**src/etds_pkg.sv**
```systemverilog
// Shared types, codes and constants of the elevation tile decoder and sampler.
// Used by every module in this folder; depends on nothing else.
package etds_pkg;

    // Default tile side limit, handed to the top level's parameter.
    localparam int MAX_SIDE_DEF = 256;

    // Field widths.
    localparam int PIX_W    = 8;
    localparam int COORD_W  = 17;
    localparam int ELEV_W   = 24;
    localparam int RUN_W    = 25;
    localparam int FRAC_W   = 16;
    localparam int STAT_W   = 2;

    // Configuration port.
    localparam int CFG_W      = 9;
    localparam int CFG_ADDR_W = 1;
    localparam logic [CFG_ADDR_W-1:0] CFG_TILE_WIDTH  = 1'b0;
    localparam logic [CFG_ADDR_W-1:0] CFG_TILE_HEIGHT = 1'b1;
    localparam logic [CFG_W-1:0]      CFG_SIDE_RST    = 9'd256;

    // Commands and status codes.
    localparam logic CMD_LOAD   = 1'b0;
    localparam logic CMD_SAMPLE = 1'b1;
    localparam logic [STAT_W-1:0] STAT_OK         = 2'd0;
    localparam logic [STAT_W-1:0] STAT_INCOMPLETE = 2'd1;
    localparam logic [STAT_W-1:0] STAT_OVERFLOW   = 2'd2;

    // 1.0 in Q1.16.
    localparam logic [COORD_W-1:0] ONE_Q16 = 17'h10000;

    // Running minimum and maximum start outside the output range.
    localparam logic signed [RUN_W-1:0] RUN_MIN_RST = 25'sh0FFFFFF;
    localparam logic signed [RUN_W-1:0] RUN_MAX_RST = 25'sh1000000;
    localparam logic signed [RUN_W-1:0] RUN_OUT_HI  = 25'sh07FFFFF;
    localparam logic signed [RUN_W-1:0] RUN_OUT_LO  = 25'sh1800000;

    // Shared multiply-add unit: p = a * b + c.
    localparam int MAC_A_W = 25;
    localparam int MAC_B_W = 18;
    localparam int MAC_P_W = 43;

    typedef enum logic [3:0] {
        ST_IDLE,
        ST_TOTAL,
        ST_LOAD,
        ST_FX,
        ST_FY,
        ST_ROW0,
        ST_ROW1,
        ST_E00,
        ST_E01,
        ST_E10,
        ST_E11,
        ST_VTOP,
        ST_VBOT,
        ST_DONE
    } t_state;

    // Clips a running value to the 24-bit output range.
    function automatic logic signed [ELEV_W-1:0] sat_elev(input logic signed [RUN_W-1:0] v);
        logic signed [ELEV_W-1:0] res;
        if (v > RUN_OUT_HI) begin
            res = RUN_OUT_HI[ELEV_W-1:0];
        end else if (v < RUN_OUT_LO) begin
            res = RUN_OUT_LO[ELEV_W-1:0];
        end else begin
            res = v[ELEV_W-1:0];
        end
        return res;
    endfunction

endpackage

```
**src/etds_mac.sv**
```systemverilog
// Shared signed multiply-add unit, p = a * b + c, used by the sequencer's size, position and interpolation steps.
// Depends on etds_pkg for the operand widths.
module etds_mac import etds_pkg::*; (
    input  logic signed [MAC_A_W-1:0] i_a,
    input  logic signed [MAC_B_W-1:0] i_b,
    input  logic signed [MAC_P_W-1:0] i_c,
    output logic signed [MAC_P_W-1:0] o_p
);

    logic signed [MAC_P_W-1:0] prod;

    assign prod = MAC_P_W'(i_a * i_b);
    assign o_p  = prod + i_c;

endmodule

```
**config.mk**
```make
export PLATFORM = sky130hd
export DESIGN_NAME = etds_mac
export DESIGN_NICKNAME = d
export VERILOG_FILES = /design/src/etds_pkg.sv /design/src/etds_mac.sv
export SDC_FILE = /design/constraint.sdc
export NUM_CORES = 1
export LEC_CHECK = 0
export BUFFER_PORTS_ARGS = -buffer_cell sky130_fd_sc_hd__buf_2
export CAP_MARGIN = 20
export CORE_MARGIN = 2
export CORE_UTILIZATION = 55
export DETAILED_ROUTE_END_ITERATION = 8
export PLACE_DENSITY_LB_ADDON = 0.05
export SETUP_SLACK_MARGIN = 0.05
export SYNTH_ARGS = -nofsm -noshare
export SYNTH_HDL_FRONTEND = slang
export SYNTH_SLANG_ARGS = --single-unit
```
**constraint.sdc**
```tcl
create_clock -name vclk -period 20.4
set_input_delay 4.08 -clock vclk [all_inputs]
set_output_delay 4.08 -clock vclk [all_outputs]
set_load 0.02 [all_outputs]
```
==> metrics.txt, run 1 <==
cell family with most CP delay adder cells; Syn Area/Cell 9.32 um2; Slew headroom 40.6%; starting DRC count in detailed routing 547; worst endpoint required time 16.32 ns; aggregate negative setup slack 0 ns; layout cells sized above 1 7.42%; Layout area overhead 5.31%; RSZ-0062 raised after global routing false; slowest library cell on the worst path fa_1; post-synth net total 2513; outcome finished, final reports clean; largest net degree at the start of global routing 26; critical path launch point type input port; Final Max Tran Viols 0; post-CTS sizing 0; Via density 5.13; DP HPWL 33.3 mm; Pre-antenna DRT Iters 5; DP Worst Slack 4.85 ns; Worst Setup Path Type in2out; ant diodes 0; Nets 2581; metal2 WL 19.5 mm; die height 180 um; wire length on met1 16.8 mm; Top Layer Used met4; # hold bufs at CTS 0; total gr overflow 0; Final setup viols 0; arrival time at the worst endpoint 11.40 ns; first-pass GRT wire length 67.6 mm; CP max FO 25; commonest non-fill, non-tap cell in the layout inv_1; yosys warns 0; Mapped Cells 1820; # DRC 0; sequential cell area 0 um2; core footprint 30500 um2; Initial Utilization 55.6%; Least-Margin Pin Slew 0.890 ns; number of global-route vias before repair 13200; area of the die 32200 um2; Antenna Nets Post-Route 0; Hold WS 8.50 ns; # rows 64; Final WS setup 4.92 ns; Post-CTS Setup Repair Bufs 0; # clk buffers 0; CP endpoint kind output pin; Via Count 11700; metal3 WL 1.76 mm; initial antenna violation count 0; post-synthesis cell type count 50; max incr delay on CP 0.53 ns; Die Wd 180 um; cell with the most instances on the worst path fa_1; commonest non-fill, non-tap cells in the layout inv_1 (488), fa_1 (481), nand2_1 (223), and2_1 (214), buf_2 (129); final period utilization 75.9%; crit path cell chain buf_2 -> and2_1 -> fa_1 -> fa_1 -> inv_1 -> fa_1 -> inv_1 -> fa_1 -> inv_1 -> fa_1 -> inv_1 -> fa_1 -> ha_1 -> ha_1 -> a2111oi_0 -> o21ai_1 -> a21oi_1 -> nand2_1 -> a211oi_2 -> o211ai_1 -> a31o_1 -> o21a_1 -> o311ai_1 -> buf_2; f_max 64.6 MHz; HP Class in2out; FF+latch count 0; post-synthesis cell area 17000 um2; Port Buf Inserts 129; post-DR wirelength/cell 17.0 um; WL final 38.8 mm; Seq/Total Area, Yosys 0%; total global routing track utilization 25.9%; final hold vios 0; Buf+Inv Stages, Crit Path 6; number of max-cap violations 0; # IOs 129; Final min period 15.48 ns; GPL Wtd Cong 0.876
[layer usage]
| layer | global-route usage (%) | up-vias |
|---|---|---|
| li1 | - | 5344 |
| met1 | 37.0 | 6043 |
| met2 | 44.9 | 296 |
| met3 | 1.70 | 33 |
| met4 | 3.87 | 0 |
| met5 | 0 | - |
[cell type report]
cell class	count	area [um2]
multi-input cells	1268	14900
fillers	2747	12700
inverters	488	1830
well taps	396	495
repair buffers	130	653
[through the flow]
stage               cells  instance area (um2)  util [%]
floorplan            1820                17000         -
CTS                  2282                17900      58.5
global placement     2282                17900      58.5
finish               2282                17900      58.5
detailed placement   2282                17900      58.5
global route         2282                17900      58.5
[worst paths after layout]
check | startpoint | endpoint | slack [ns] | cells after the start
setup / recovery | i_b[2] | o_p[41] | 4.92 | 24
hold / removal | i_c[0] | o_p[0] | 8.50 | 3
[cell families after synthesis]
kind of cell             Yosys count  synth area share, %
AND/OR/NAND/NOR                  511                 15.0
buffers and inverters            552                 12.3
AO/OA/AOI/OAI                    101                 4.07
XOR/XNOR                          49                 2.53
adder cells (fa/ha/maj)          607                 66.1
[synth_stat cells (all sizes together), types with 3 or more instances]
library cell | count | share of area, %
o21ai | 17 | 0.52
nor2b | 4 | 0.16
a31oi | 5 | 0.18
o21bai | 3 | 0.13
xor2 | 8 | 0.41
o21a | 8 | 0.35
and2 | 214 | 7.9
nor3 | 5 | 0.18
o211ai | 3 | 0.13
nand2 | 224 | 5.0
inv | 488 | 11
a21o | 13 | 0.58
a21oi | 33 | 1.0
a211oi | 4 | 0.21
nand2b | 11 | 0.41
xnor2 | 41 | 2.1
clkbuf | 63 | 1.4
ha | 126 | 9.3
fa | 481 | 57
nand3 | 4 | 0.12
nor2 | 36 | 0.80
nand4 | 5 | 0.18
Power of run 1 is left out: the tool's default activity adds up to more than one toggle a clock period on the data nets, which glitch-free logic cannot reach.
==> inputs of run 2 (changes only) <==
Clock period 20.4 ns to 12.72 ns, I/O delays scaled along.
==> run 2 against run 1 <==
Compared with the run above: cell area is 0.63% higher; non-clock buffer count is 15 higher; worst setup slack worse by 4.5 ns; first-iteration DRC count is 6.0% higher; critical endpoint unchanged; hold slack worse by 3.1 ns; via count is 0.92% higher; critical path depth is 1 higher; core utilization is 0.37 points higher; cell count is 0.66% higher.
==> metrics.txt, run 2 (same netlist as run 1, synthesis figures left out) <==
Buf+Inv Stages, Crit Path 7 (+1); post-DR wirelength/cell 17.0 um (+0.28%); starting DRC count in detailed routing 580 (+6.0%); Slew headroom 45.3% (+4.7 points); Final WS setup 0.440 ns (-4.48 ns); DP Worst Slack 0.420 ns (-4.43 ns); CP max FO 25 (unchanged); Final setup viols 0 (unchanged); Via Count 11800 (+0.92%); sequential cell area 0 um2 (unchanged); Antenna Nets Post-Route 0 (unchanged); layout cells sized above 1 8.15% (+0.73 points); final hold vios 0 (unchanged); total gr overflow 0 (unchanged); DP HPWL 34.1 mm (+2.5%); largest net degree at the start of global routing 26 (unchanged); Pre-antenna DRT Iters 5 (unchanged); WL final 39.1 mm (+0.94%); number of max-cap violations 0 (unchanged); commonest non-fill, non-tap cell in the layout inv_1; FF+latch count 0 (unchanged); Most Crowded Layer GR met2; first-pass GRT wire length 67.2 mm (-0.53%); die height 180 um (unchanged); initial antenna violation count 0 (unchanged); post-CTS sizing 0 (unchanged); met3 Resource Use GR 1.94% (+0.24 points); cell family with most CP delay adder cells; Final Max Tran Viols 0 (unchanged); # DRC 0 (unchanged); Post-CTS Setup Repair Bufs 0 (unchanged); CP endpoint kind output pin; Nets 2596 (+0.58%); final period utilization 96.5%; Worst Setup Path Type in2out; ant diodes 0 (unchanged); met1 GRT Util 37.0% (about the same); Hold Crit Depth 3 (unchanged); Initial Utilization 55.6% (unchanged); f_max 81.4 MHz; Least-Margin Pin Slew 0.819 ns (-0.0704 ns); RSZ-0062 raised after global routing false; Final min period 12.28 ns; arrival time at the worst endpoint 9.74 ns (-1.66 ns); Hold Startpoint i_c[0]; core footprint 30500 um2 (unchanged); fillers 2790 (+1.6%); Port Buf Inserts 129 (unchanged); number of global-route vias before repair 13000 (-1.7%); total global routing track utilization 25.8% (-0.13 points); # clk buffers 0 (unchanged); outcome finished, final reports clean; Final Core Density 58.9% (+0.37 points); # rows 64 (unchanged); cell with the most instances on the worst path fa_1; # IOs 129 (unchanged); Via density 5.15 (+0.26%); aggregate negative setup slack 0 ns (unchanged); critical path launch point type input port; Die Wd 180 um (unchanged); area of the die 32200 um2 (unchanged); # hold bufs at CTS 0 (unchanged); WHS Endpoint o_p[0]; max incr delay on CP 0.53 ns (about the same); Layout area overhead 5.98%; HP Class in2out; global routing usage on met2 44.0% (-0.90 points); slowest library cell on the worst path fa_1; worst endpoint required time 10.18 ns (-6.14 ns); commonest non-fill, non-tap cells in the layout inv_1 (488), fa_1 (481), nand2_1 (223), and2_1 (214), buf_2 (129); GPL Wtd Cong 0.871 (-0.60%)
[run 2: stage by stage]
step	instances	hold slack (ns)	instance area, um2
floorplan	1820	5.30	17000
global placement	2297	5.43	18000
detailed placement	2297	5.43	18000
CTS	2297	5.43	18000
global route	2297	5.46	18000
finish	2297	5.43	18000
[run 2: final cells by class]
class | count | area [um2] | area share, %
well taps | 396 | 495 | 2.76
multi-input cells | 1268 | 14900 | 82.8
inverters | 488 | 1830 | 10.2
repair buffers | 145 | 766 | 4.26
[run 2: metal layers]
metal  routed length (um)  vias to the layer above
li1                     -                     5380
met1                17200                     6106
met2                19400                      298
met3                 1770                       40
met4                  743                        0
met5                    0                        -
[run 2: worst max path at each step]
| stage | from | endpoint | depth (start not counted) |
|---|---|---|---|
| after floorplan | i_a[20] | o_p[42] | 27 |
| after global placement | i_b[1] | o_p[41] | 25 |
| after detailed placement | i_b[1] | o_p[41] | 25 |
| after CTS | i_b[1] | o_p[41] | 25 |
| after global routing | i_b[0] | o_p[41] | 25 |
| final | i_b[1] | o_p[41] | 25 |
Power of run 2 is left out for the same reason.
